`config.mk`:
```
export PLATFORM = sky130hd
export DESIGN_NAME = rational_arithmetic_unit
export DESIGN_NICKNAME = d
export VERILOG_FILES = /design/src/rtl/rau_pkg.sv /design/src/rtl/rational_arithmetic_unit.sv /design/src/rtl/rau_datapath.sv /design/src/rtl/rau_ctrl.sv
export SDC_FILE = /design/constraint.sdc
export NUM_CORES = 2
export LEC_CHECK = 0
export ABC_AREA = 1
export BUFFER_PORTS_ARGS = -buffer_cell sky130_fd_sc_hd__buf_2
export CAP_MARGIN = 40
export CORE_MARGIN = 2
export CORE_UTILIZATION = 60
export DETAILED_ROUTE_END_ITERATION = 10
export PLACE_DENSITY = 0.83
export SETUP_SLACK_MARGIN = 0.15
export SYNTH_ARGS = -nofsm -noshare
export SYNTH_HDL_FRONTEND = slang
export SYNTH_SLANG_ARGS = --single-unit
```
`constraint.sdc`:
```
create_clock -name i_clk -period 13.4 [get_ports i_clk]
set_input_delay 2.01 -clock i_clk [delete_from_list [all_inputs] [get_ports i_clk]]
set_output_delay 2.01 -clock i_clk [all_outputs]
set_load 0.005 [all_outputs]
```
`src/rtl/rau_pkg.sv`:
```
// Package for the rational arithmetic unit: widths, opcodes, controller types.
`timescale 1ns / 1ps
package rau_pkg;
    localparam int OPERAND_WIDTH = 16;
    localparam int RES_NUM_W = 32;
    localparam int RES_DEN_W = 31;

    typedef enum logic [2:0] {
        OP_ADD = 3'd0,
        OP_SUB = 3'd1,
        OP_MUL = 3'd2,
        OP_DIV = 3'd3,
        OP_CMP = 3'd4,
        OP_INC = 3'd5,
        OP_DEC = 3'd6,
        OP_NOP = 3'd7
    } t_op;

    typedef enum logic [2:0] {
        ST_IDLE,
        ST_MUL,
        ST_FORM,
        ST_GCD,
        ST_DIVN,
        ST_DIVD,
        ST_DONE
    } t_state;

    // controller -> datapath
    typedef struct packed {
        logic load;
        logic form;
        logic gcd_init;
        logic gcd_step;
        logic div_init;
        logic div_step;
        logic div_sel_den;
        logic finish;
    } t_cmd;

    // datapath -> controller
    typedef struct packed {
        logic reduce;
        logic gcd_done;
        logic div_done;
    } t_status;
endpackage

```
`src/rtl/rational_arithmetic_unit.sv`:
```
// Top level of the rational arithmetic unit: stream ports, controller, datapath.
`timescale 1ns / 1ps
// One item at a time. Add, subtract, multiply, divide and compare pass
// through idle, multiply, form, gcd, the numerator and denominator divisions
// and done; the gcd state runs a bit-serial binary gcd, and the two divisions
// by the common factor are one-bit-a-cycle. Increment, decrement and the
// unused code skip the gcd and the divisions. The result sits in an output
// register; a held-off result stalls the controller in its last state, and
// the next beat is taken once it is back in idle.
module rational_arithmetic_unit #(
    parameter int OPERAND_WIDTH = rau_pkg::OPERAND_WIDTH
) (
    input  logic        i_clk,
    input  logic        i_rst_n,
    input  logic        s_axis_tvalid,
    output logic        s_axis_tready,
    // a_num, a_den, b_num, b_den from the lowest bit up; zero fill to bytes
    input  logic [((4*OPERAND_WIDTH-2+7)/8)*8-1:0] s_axis_tdata,
    // req_type
    input  logic [2:0]  s_axis_tuser,
    output logic        m_axis_tvalid,
    input  logic        m_axis_tready,
    // res_num [31:0], res_den [62:32], cmp_sign [64:63]; zero fill to 72
    output logic [71:0] m_axis_tdata
);
    localparam int W = OPERAND_WIDTH;

    rau_pkg::t_cmd    w_cmd;
    rau_pkg::t_status w_status;
    logic             w_busy, w_done;
    logic             r_ovalid;
    logic [31:0]      w_num;
    logic [30:0]      w_den;
    logic [1:0]       w_cmp;

    assign s_axis_tready = !w_busy;

    rau_ctrl u_ctrl (
        .i_clk      (i_clk),
        .i_rst_n    (i_rst_n),
        .i_in_fire  (s_axis_tvalid && s_axis_tready),
        .i_out_free (!r_ovalid || m_axis_tready),
        .i_status   (w_status),
        .o_cmd      (w_cmd),
        .o_busy     (w_busy),
        .o_done     (w_done)
    );

    rau_datapath #(.OPERAND_WIDTH(W)) u_dp (
        .i_clk      (i_clk),
        .i_cmd      (w_cmd),
        .o_status   (w_status),
        .i_req_type (s_axis_tuser),
        .i_a_num    (s_axis_tdata[W-1:0]),
        .i_a_den    (s_axis_tdata[2*W-2:W]),
        .i_b_num    (s_axis_tdata[3*W-2:2*W-1]),
        .i_b_den    (s_axis_tdata[4*W-3:3*W-1]),
        .o_res_num  (w_num),
        .o_res_den  (w_den),
        .o_cmp_sign (w_cmp)
    );

    always_ff @(posedge i_clk) begin
        if (!i_rst_n) begin
            r_ovalid <= 1'b0;
        end else if (w_done) begin
            r_ovalid <= 1'b1;
        end else if (m_axis_tready) begin
            r_ovalid <= 1'b0;
        end
    end

    assign m_axis_tvalid = r_ovalid;
    assign m_axis_tdata = {7'd0, w_cmp, w_den, w_num};
endmodule

```
`src/rtl/rau_datapath.sv`:
```
// Datapath: cross products, binary gcd, restoring division and result register.
`timescale 1ns / 1ps
module rau_datapath #(
    parameter int OPERAND_WIDTH = rau_pkg::OPERAND_WIDTH
) (
    input  logic                                i_clk,
    input  rau_pkg::t_cmd                       i_cmd,
    output rau_pkg::t_status                    o_status,
    input  logic [2:0]                          i_req_type,
    input  logic signed [OPERAND_WIDTH-1:0]     i_a_num,
    input  logic [OPERAND_WIDTH-2:0]            i_a_den,
    input  logic signed [OPERAND_WIDTH-1:0]     i_b_num,
    input  logic [OPERAND_WIDTH-2:0]            i_b_den,
    output logic [rau_pkg::RES_NUM_W-1:0]       o_res_num,
    output logic [rau_pkg::RES_DEN_W-1:0]       o_res_den,
    output logic [1:0]                          o_cmp_sign
);
    localparam int W = OPERAND_WIDTH;
    localparam int PW = 2 * W + 1;      // signed sum of products
    localparam int MW = 2 * W;          // magnitudes
    localparam int SW = $clog2(MW + 1);

    logic [2:0]            r_op;
    logic signed [W-1:0]   r_an, r_bn;
    logic signed [W:0]     r_ad, r_bd;
    logic signed [2*W:0]   r_p0, r_p1, r_p2;
    logic                  r_neg, r_den_pos;
    logic [MW-1:0]         r_un, r_ud, r_gx, r_gy, r_f;
    logic [SW-1:0]         r_k;
    logic [MW-1:0]         r_q, r_rem, r_dvd;
    logic [SW-1:0]         r_cnt;
    logic [MW-1:0]         r_qn;
    logic [rau_pkg::RES_NUM_W-1:0] r_res_num;
    logic [rau_pkg::RES_DEN_W-1:0] r_res_den;
    logic [1:0]            r_cmp;
    logic                  r_zero;

    logic signed [PW-1:0]  w_n, w_d;
    logic [MW:0]           w_trial;
    logic [MW-1:0]         w_rem_sh;
    logic [MW-1:0]         w_diff;

    always_comb begin
        case (rau_pkg::t_op'(r_op))
            rau_pkg::OP_ADD: begin
                w_n = PW'(r_p0) + PW'(r_p1);
                w_d = PW'(r_p2);
            end
            rau_pkg::OP_SUB, rau_pkg::OP_CMP: begin
                w_n = PW'(r_p0) - PW'(r_p1);
                w_d = PW'(r_p2);
            end
            rau_pkg::OP_MUL: begin
                w_n = PW'(r_p1);
                w_d = PW'(r_p2);
            end
            rau_pkg::OP_DIV: begin
                w_n = PW'(r_p0);
                w_d = PW'(r_p1);
            end
            default: begin
                w_n = '0;
                w_d = '0;
            end
        endcase
    end

    assign w_rem_sh = {r_rem[MW-2:0], r_dvd[MW-1]};
    assign w_trial = {1'b0, w_rem_sh} - {1'b0, r_f};
    assign w_diff = (r_gx > r_gy) ? (r_gx - r_gy) : (r_gy - r_gx);

    always_ff @(posedge i_clk) begin
        if (i_cmd.load) begin
            r_op <= i_req_type;
            r_an <= i_a_num;
            r_bn <= i_b_num;
            r_ad <= {2'b00, i_a_den};
            r_bd <= {2'b00, i_b_den};
        end
        // multiplies are registered; MUL/DIV pick which products they need
        if (i_cmd.load) begin
            r_p0 <= '0;
        end else if (!i_cmd.form && !i_cmd.gcd_step && !i_cmd.div_step) begin
            if (rau_pkg::t_op'(r_op) == rau_pkg::OP_DIV) begin
                r_p0 <= (2*W+1)'(r_an) * (2*W+1)'(r_bd);
                r_p1 <= (2*W+1)'(r_ad) * (2*W+1)'(r_bn);
            end else if (rau_pkg::t_op'(r_op) == rau_pkg::OP_MUL) begin
                r_p1 <= (2*W+1)'(r_an) * (2*W+1)'(r_bn);
                r_p2 <= (2*W+1)'(r_ad) * (2*W+1)'(r_bd);
            end else begin
                r_p0 <= (2*W+1)'(r_an) * (2*W+1)'(r_bd);
                r_p1 <= (2*W+1)'(r_ad) * (2*W+1)'(r_bn);
                r_p2 <= (2*W+1)'(r_ad) * (2*W+1)'(r_bd);
            end
        end
        if (i_cmd.form) begin
            r_un <= MW'(w_n[PW-1] ? -w_n : w_n);
            r_ud <= MW'(w_d[PW-1] ? -w_d : w_d);
            r_neg <= w_n[PW-1];
            r_den_pos <= !w_d[PW-1] && (w_d != '0);
            r_zero <= (w_n == '0) || (w_d == '0);
        end
        // binary gcd: strip common twos, then subtract and shift
        if (i_cmd.gcd_init) begin
            r_gx <= r_un;
            r_gy <= r_ud;
            r_k <= '0;
        end else if (i_cmd.gcd_step) begin
            if (!r_gx[0] && !r_gy[0]) begin
                r_gx <= r_gx >> 1;
                r_gy <= r_gy >> 1;
                r_k <= r_k + 1'b1;
            end else if (!r_gx[0]) begin
                r_gx <= r_gx >> 1;
            end else if (!r_gy[0]) begin
                r_gy <= r_gy >> 1;
            end else begin
                r_gx <= (r_gx < r_gy) ? r_gx : r_gy;
                r_gy <= w_diff;
            end
        end
        // factor is captured on the cycle the first division is set up
        if (i_cmd.gcd_init) begin
            r_f <= '0;
        end else if (o_status.gcd_done && !i_cmd.div_step) begin
            r_f <= r_zero ? MW'(1) : (r_gx << r_k);
        end
        if (i_cmd.div_init) begin
            r_dvd <= i_cmd.div_sel_den ? r_ud : r_un;
            r_rem <= '0;
            r_q <= '0;
            r_cnt <= '0;
        end else if (i_cmd.div_step) begin
            r_dvd <= r_dvd << 1;
            r_cnt <= r_cnt + 1'b1;
            if (!w_trial[MW]) begin
                r_rem <= w_trial[MW-1:0];
                r_q <= {r_q[MW-2:0], 1'b1};
            end else begin
                r_rem <= w_rem_sh;
                r_q <= {r_q[MW-2:0], 1'b0};
            end
        end
        if (i_cmd.div_init && i_cmd.div_sel_den) begin
            r_qn <= r_q;
        end
        if (i_cmd.finish) begin
            case (rau_pkg::t_op'(r_op))
                rau_pkg::OP_INC: begin
                    r_res_num <= 32'(signed'(r_an)) + 32'(r_ad);
                    r_res_den <= 31'(r_ad);
                    r_cmp <= '0;
                end
                rau_pkg::OP_DEC: begin
                    r_res_num <= 32'(signed'(r_an)) - 32'(r_ad);
                    r_res_den <= 31'(r_ad);
                    r_cmp <= '0;
                end
                rau_pkg::OP_CMP: begin
                    r_res_num <= '0;
                    r_res_den <= '0;
                    r_cmp <= (r_qn == '0) ? 2'b00 : ((r_neg ^ !r_den_pos) ? 2'b11 : 2'b01);
                end
                rau_pkg::OP_NOP: begin
                    r_res_num <= '0;
                    r_res_den <= '0;
                    r_cmp <= '0;
                end
                default: begin
                    r_res_num <= 32'((r_neg ^ !r_den_pos) ? -{1'b0, r_qn} : {1'b0, r_qn});
                    r_res_den <= 31'(r_q);
                    r_cmp <= '0;
                end
            endcase
        end
    end

    always_comb begin
        o_status.reduce = (rau_pkg::t_op'(r_op) != rau_pkg::OP_INC) &&
                          (rau_pkg::t_op'(r_op) != rau_pkg::OP_DEC) &&
                          (rau_pkg::t_op'(r_op) != rau_pkg::OP_NOP);
        o_status.gcd_done = r_zero || (r_gy == '0) || (r_gx == '0);
        o_status.div_done = (r_cnt == SW'(MW));
    end

    assign o_res_num = r_res_num;
    assign o_res_den = r_res_den;
    assign o_cmp_sign = r_cmp;
endmodule

```
`src/rtl/rau_ctrl.sv`:
```
// Controller: sequences load, multiply, gcd, the two divisions and result hand-off.
`timescale 1ns / 1ps
module rau_ctrl (
    input  logic              i_clk,
    input  logic              i_rst_n,
    input  logic              i_in_fire,
    input  logic              i_out_free,
    input  rau_pkg::t_status  i_status,
    output rau_pkg::t_cmd     o_cmd,
    output logic              o_busy,
    output logic              o_done
);
    rau_pkg::t_state r_state, n_state;
    logic r_fdone, n_fdone;   // gcd operands loaded, stepping may start

    always_ff @(posedge i_clk) begin
        if (!i_rst_n) begin
            r_state <= rau_pkg::ST_IDLE;
            r_fdone <= 1'b0;
        end else begin
            r_state <= n_state;
            r_fdone <= n_fdone;
        end
    end

    always_comb begin
        n_state = r_state;
        n_fdone = 1'b0;
        o_cmd = '0;
        o_done = 1'b0;
        case (r_state)
            rau_pkg::ST_IDLE: begin
                if (i_in_fire) begin
                    o_cmd.load = 1'b1;
                    n_state = rau_pkg::ST_MUL;
                end
            end
            rau_pkg::ST_MUL: n_state = rau_pkg::ST_FORM;
            rau_pkg::ST_FORM: begin
                o_cmd.form = 1'b1;
                n_state = i_status.reduce ? rau_pkg::ST_GCD : rau_pkg::ST_DONE;
            end
            rau_pkg::ST_GCD: begin
                if (!r_fdone) begin
                    o_cmd.gcd_init = 1'b1;
                    n_fdone = 1'b1;
                end else if (!i_status.gcd_done) begin
                    o_cmd.gcd_step = 1'b1;
                    n_fdone = 1'b1;
                end else begin
                    o_cmd.div_init = 1'b1;
                    n_state = rau_pkg::ST_DIVN;
                end
            end
            rau_pkg::ST_DIVN: begin
                if (!i_status.div_done) begin
                    o_cmd.div_step = 1'b1;
                end else begin
                    o_cmd.div_init = 1'b1;
                    o_cmd.div_sel_den = 1'b1;
                    n_state = rau_pkg::ST_DIVD;
                end
            end
            rau_pkg::ST_DIVD: begin
                if (!i_status.div_done) begin
                    o_cmd.div_step = 1'b1;
                end else begin
                    n_state = rau_pkg::ST_DONE;
                end
            end
            rau_pkg::ST_DONE: begin
                if (i_out_free) begin
                    o_cmd.finish = 1'b1;
                    o_done = 1'b1;
                    n_state = rau_pkg::ST_IDLE;
                end
            end
            default: n_state = rau_pkg::ST_IDLE;
        endcase
    end

    assign o_busy = (r_state != rau_pkg::ST_IDLE);

    // division only starts once the gcd operands have been loaded and run
    a_div_after_gcd: assert property (@(posedge i_clk) disable iff (!i_rst_n)
        (r_state == rau_pkg::ST_GCD && n_state == rau_pkg::ST_DIVN) |-> r_fdone)
        else $error("division started before gcd");
    a_load_idle: assert property (@(posedge i_clk) disable iff (!i_rst_n)
        o_cmd.load |-> (r_state == rau_pkg::ST_IDLE))
        else $error("load outside idle");
    a_finish_once: assert property (@(posedge i_clk) disable iff (!i_rst_n)
        o_cmd.finish |=> (r_state == rau_pkg::ST_IDLE))
        else $error("finish did not return to idle");
endmodule
```
== Word level (Yosys, flattened, before mapping) ==
Index checks and enable logic that the tools add are counted.
Storage, ports and cells
  flip-flop bits (word level): 536
  input port bits: 71
  output and inout bits: 74
  logic and storage cells: 183
Cells by class
  $add $sub $neg: 12
  multipliers: 4
  $lt $le $gt $ge: 2
  equal/unequal tests: 26
  shift operators: 1
  muxes and demuxes: 56
  bitwise logic cells: 4
  reductions and logical operators: 49
Operators by type and width (count)
  two-way mux 32 bit: 19
  two-way mux 33 bit: 4
  case mux 33 bit (4 select lines): 1
  logical NOT 32 bit: 3
  multiplier 16 x 16 -> 32 bit: 3
  negation 32 bit: 3
  case mux 32 bit (3 select lines): 1
  logical NOT 33 bit: 2
  case mux 33 bit (2 select lines): 1
  subtractor 32 bit: 2
  case mux 31 bit (2 select lines): 1
  adder 33 bit: 1
  nonzero test 33 bit: 1
  subtractor 32 x 32 -> 33 bit: 1
  subtractor 33 bit: 1
  greater-than comparator 32 bit: 1
  less-than comparator 32 bit: 1
  left shift 32 x 6 -> 32 bit: 1
  two-way mux 31 bit: 1
  multiplier 15 x 15 -> 30 bit: 1
  == test 3 bit, second input constant: 7
  two-way mux 3 bit: 7
  case mux 3 bit (7 select lines): 1
  adder 16 x 16 -> 17 bit: 1
  other kinds (24): 89

== Logic depth before layout (Yosys ltp) ==
  word-level depth: 10
  gate-level depth with buffers: 32
  mapped depth without buffers: 32

== Modules after synthesis ==
Synthesis repeated with hierarchy kept, for this count alone.
Second synthesis, totals
  cell total of the unflattened synthesis: 9298
  area, all modules: 71275.9 um^2
By module, submodules not included
  rau_datapath: times used 1, cells each 9223, area each 70825.4 um^2, sequential area each 14403.8 um^2
  rau_ctrl: times used 1, cells each 58, area each 336.6 um^2, sequential area each 80.1 um^2
  rational_arithmetic_unit: times used 1, cells each 17, area each 113.9 um^2, sequential area each 20.0 um^2

== Least setup slack after synthesis ==
Ideal clock, no wire load.
  path type: input port to flip-flop
  start point: input port m_axis_tready
  end point: register u_dp.r_cmp[0] (netlist: u_dp.o_cmp_sign[0]), enable pin
  setup time: 0.648 ns
  arrival: 8.203 ns
  required time: 12.752 ns
  setup slack: 4.549 ns
  stages on the path: 2
  buffers on the path: 0
  cell sequence: nor2_1 nor4_1
RTL lines
  start, declared: RTL line rational_arithmetic_unit.sv:22  | input logic m_axis_tready,
  end signal, assigned: RTL line rau_datapath.sv:162  | r_cmp <= (r_qn == '0) ? 2'b00 : ((r_neg ^ !r_den_pos) ? 2'b11 : 2'b01);
  end, declared: RTL line rau_datapath.sv:35  | logic [1:0] r_cmp;

== Worst setup path in the final report ==
  start point: register u_dp.r_ad[10]
  end point: register u_dp.r_p2[26], data pin
Between the ends
  longest elaborated chain between the ends: 1
RTL lines
  start, declared: RTL line rau_datapath.sv:25  | logic signed [W:0] r_ad, r_bd;
  start signal, assigned: RTL line rau_datapath.sv:77  | r_ad <= {2'b00, i_a_den};
  multiplier 15 x 15 -> 30 bit: RTL line rau_datapath.sv:89, rau_datapath.sv:93
  end signal, assigned: RTL line rau_datapath.sv:89  | r_p2 <= (2*W+1)'(r_ad) * (2*W+1)'(r_bd);
  end signal, assigned: RTL line rau_datapath.sv:93  | r_p2 <= (2*W+1)'(r_ad) * (2*W+1)'(r_bd);
  end, declared: RTL line rau_datapath.sv:26  | logic signed [2*W:0] r_p0, r_p1, r_p2;
No other way between the ends.
A chain may end at the register's enable or synchronous reset.

==> flow_summary.json <==
{
  "status": "finished, final reports clean",
  "period_needed_ns": 6.96,
  "start_util_pct": 60.7,
  "rows": 125,
  "end_kind": "flop",
  "ys_seq_elements": 531,
  "cap_violations": 0,
  "yosysTopAreaCell": "fa_1",
  "h-tree-depth": 2,
  "synth_fa_ha_area_share_pct": 34.0,
  "insertion_delay_ns": 0.72,
  "syn2layout_area_growth_pct": 5.55,
  "worstMarginPinSlew_ns": 0.998,
  "hp-class": "reg -> reg",
  "synthCells": 9270,
  "clkSinkCount": 531,
  "worstPathArrival_ns": 7.44,
  "synth_cell_types": 65,
  "place_inst": 10661,
  "cp_max_fo": 32,
  "synth_top_family_by_area": "adder cells",
  "antenna_left": 0,
  "numCtsBuffers": 57,
  "routed_via_density": 5.74,
  "cts_root_buf": "clkbuf_16",
  "dpl.hpwl_mm": 162,
  "synth_ff_type": "edfxtp_1",
  "ios": 145,
  "worstPathCellList": "buf_4, nand2_1, fa_1, inv_1, fa_1, fa_1, inv_1, fa_1, inv_1, fa_1, fa_1, ha_1, a21oi_1, o21ai_0, o21bai_1, a21oi_1, nor2_1, nor2_1, inv_1, nand2_1, nand2_1, a31oi_1, xor2_1",
  "yosys_warnings": 0,
  "grt_pass1_wl_mm": 333,
  "hold_viol": 0,
  "cts_tree": "yes",
  "cp_slowest_cell": "fa_1",
  "cts_resized": 0,
  "n_fill_cell": 9754,
  "wl_per_cell_microns": 19.5,
  "fp.dieW_microns": 347,
  "r2r_cells": 23,
  "synth_edf_count": 387,
  "drt_iter0_markers": 6193,
  "setup_tns_ns": 0,
  "drt-pass1-iter-count": 7,
  "synth_top_area_share_pct": 24.4,
  "synth.yosys.seq_area_share_pct": 20.5,
  "period_share_pct": 52.0,
  "fin_nets": 10672,
  "async_flop_share_pct": 0,
  "worst-setup-path-type": "reg -> reg",
  "finalWirelength_mm": 210,
  "grt_util_all_layers_pct": 35.0,
  "vias": 61776,
  "cts_buffer_depth": 3,
  "crit_required_ns": 13.87,
  "cp_slowest_stage_delay_ns": 0.55,
  "post-route-util_pct": 64.1,
  "synth_compound_area_share_pct": 9.89,
  "rsz0062_at_grt": "no",
  "place_congestion": 1.01,
  "fin_cells": 10770,
  "setup_viol": 0,
  "drive_above_1_share_pct": 4.68,
  "max_freq_mhz": 144,
  "post_cts_buffers": 0,
  "overflow": 0,
  "ctsHoldBuffers": 0,
  "min_path_cells": 0,
  "syn_area_per_cell_sq_um": 7.63,
  "cpMostUsedCell": "fa_1",
  "io_buffers": 135,
  "grt_max_degree": 69,
  "crit_path_start_kind": "flop",
  "synth_xor_area_share_pct": 3.03,
  "drc": 0,
  "dieArea_sq_um": 121000,
  "slew_headroom_pct": 32.8,
  "synth.area.mux_share_pct": 0.141,
  "synth.area.top_cells": "fa_1 (24%), edfxtp_1 (16%), nand2_1 (12%), inv_1 (11%), ha_1 (9.6%)",
  "grt_antenna_before_repair": 2,
  "die-height_microns": 347,
  "yosys.area_share.simple_pct": 19.5,
  "first_global_vias": 62259,
  "slew_viol_final": 0,
  "synth_area_sq_um": 70800,
  "clk_pin_slew_ns": 0.07,
  "core_sq_um": 117000,
  "fin_worst_skew_ns": 0.0994
}
## cells in the mapped netlist, drive strengths merged, types with 69 or more instances
master / number
a21oi: 453
a31oi: 83
clkbuf: 308
dfxtp: 144
edfxtp: 387
fa: 861
ha: 544
inv: 2033
nand2: 2355
nand3: 276
nor2: 569
nor3: 69
o21ai: 462
xnor2: 78
xor2: 167
## cells in the final DEF, fill, tap and decap left out, types with 63 or more instances in the layout
| cell type | netlist | final |
|---|---|---|
| edfxtp_1 | 387 | 387 |
| xnor2_1 | 78 | 78 |
| buf_2 | 36 | 136 |
| ha_1 | 544 | 544 |
| a31oi_1 | 83 | 81 |
| nand3_1 | 271 | 271 |
| o22ai_1 | 63 | 63 |
| fa_1 | 861 | 861 |
| dfxtp_1 | 144 | 144 |
| nor2_1 | 554 | 549 |
| a21oi_1 | 450 | 450 |
| o21ai_0 | 417 | 417 |
| xor2_1 | 167 | 167 |
| inv_1 | 2020 | 2018 |
| buf_4 | 15 | 92 |
| nor3_1 | 64 | 63 |
| nand2_1 | 2347 | 2345 |
## registers in the layout, indices dropped and copies added, names as in the netlist, 6 cells and up
| name | cells |
|---|---|
| u_dp.o_res_num | 32 |
| u_dp.r_dvd | 32 |
| u_dp.r_f | 32 |
| u_dp.r_gx | 32 |
| u_dp.r_gy | 32 |
| u_dp.r_p0 | 32 |
| u_dp.r_p1 | 32 |
| u_dp.r_q | 32 |
| u_dp.r_qn | 32 |
| u_dp.r_ud | 32 |
| u_dp.r_un | 32 |
| u_dp.o_res_den | 31 |
| u_dp.r_rem | 31 |
| u_dp.r_p2 | 30 |
| u_dp.r_an | 16 |
| u_dp.r_bn | 16 |
| u_dp.r_ad | 15 |
| u_dp.r_bd | 15 |
| u_dp.r_cnt | 6 |
| u_dp.r_k | 6 |
## worst max-delay path, delay by kind of cell (launching register included)
| family | cells | cell delay (ns) |
|---|---|---|
| AND/OR/NAND/NOR | 5 | 0.61 |
| XOR/XNOR | 1 | 0.34 |
| buffers and inverters | 5 | 0.70 |
| adder cells (fa/ha/maj) | 7 | 3.35 |
| flip-flops | 1 | 0.33 |
| AO/OA/AOI/OAI | 5 | 1.37 |
## layout make-up
cell class	instances	area [sq um]	area share, %
Clock inverter	38	429	0.575
Antenna cell	1	2.50	0.00335
Multi-Input combinational cell	6332	47100	63.1
Sequential cell	531	14500	19.4
Tap cell	1524	1910	2.55
Timing Repair Buffer	235	1540	2.06
Inverter	2039	7660	10.3
Clock buffer	70	1510	2.02
## final timing paths
kind | endpoint | slack, ns | from
min reg2reg | u_dp.r_qn[19]$_DFFE_PP_ | 0.43 | u_dp.r_q[19]$_SDFFE_PP0P_
min | u_dp.r_qn[19]$_DFFE_PP_ | 0.43 | u_dp.r_q[19]$_SDFFE_PP0P_
max | u_dp.r_p2[26]$_DFFE_PP_ | 6.44 | u_dp.r_ad[10]$_DFFE_PP_
max reg2reg | u_dp.r_p2[26]$_DFFE_PP_ | 6.44 | u_dp.r_ad[10]$_DFFE_PP_
## stage by stage
step / area [sq um] / worst slack (ns) / hold WS (ns)
global route: 74700 / 6.19 / 0.438
global placement: 72600 / 6.51 / 0.411
finish: 74700 / 6.44 / 0.430
floorplan: 70800 / 4.55 / 0.408
detailed placement: 72800 / 6.60 / 0.414
CTS: 74700 / 6.54 / 0.429
## kinds of logic (layout without fill, tap and decap cells)
group,count (synthesis),count (layout)
compound gates,1251,1251
xor+xnor,245,245
fa+ha+maj,1405,1405
buf+inv,2413,2382
flops,531,531
mux,10,10
other cells,1,8
simple gates,3414,3414
## per-layer routing
layer  up-vias  track usage (%)  part of all wire (%)  wire, microns
met4         0             19.4                   6.5          13700
met2      3149             57.3                    46          96700
met3       689             5.30                   9.2          19300
li1      28464                -                     -              -
met5         -                0                     0              0
met1     29474             44.7                    38          80200
Power is not shown: default switching activity piles up to over one toggle a cycle in this logic, so the estimate is an artifact.
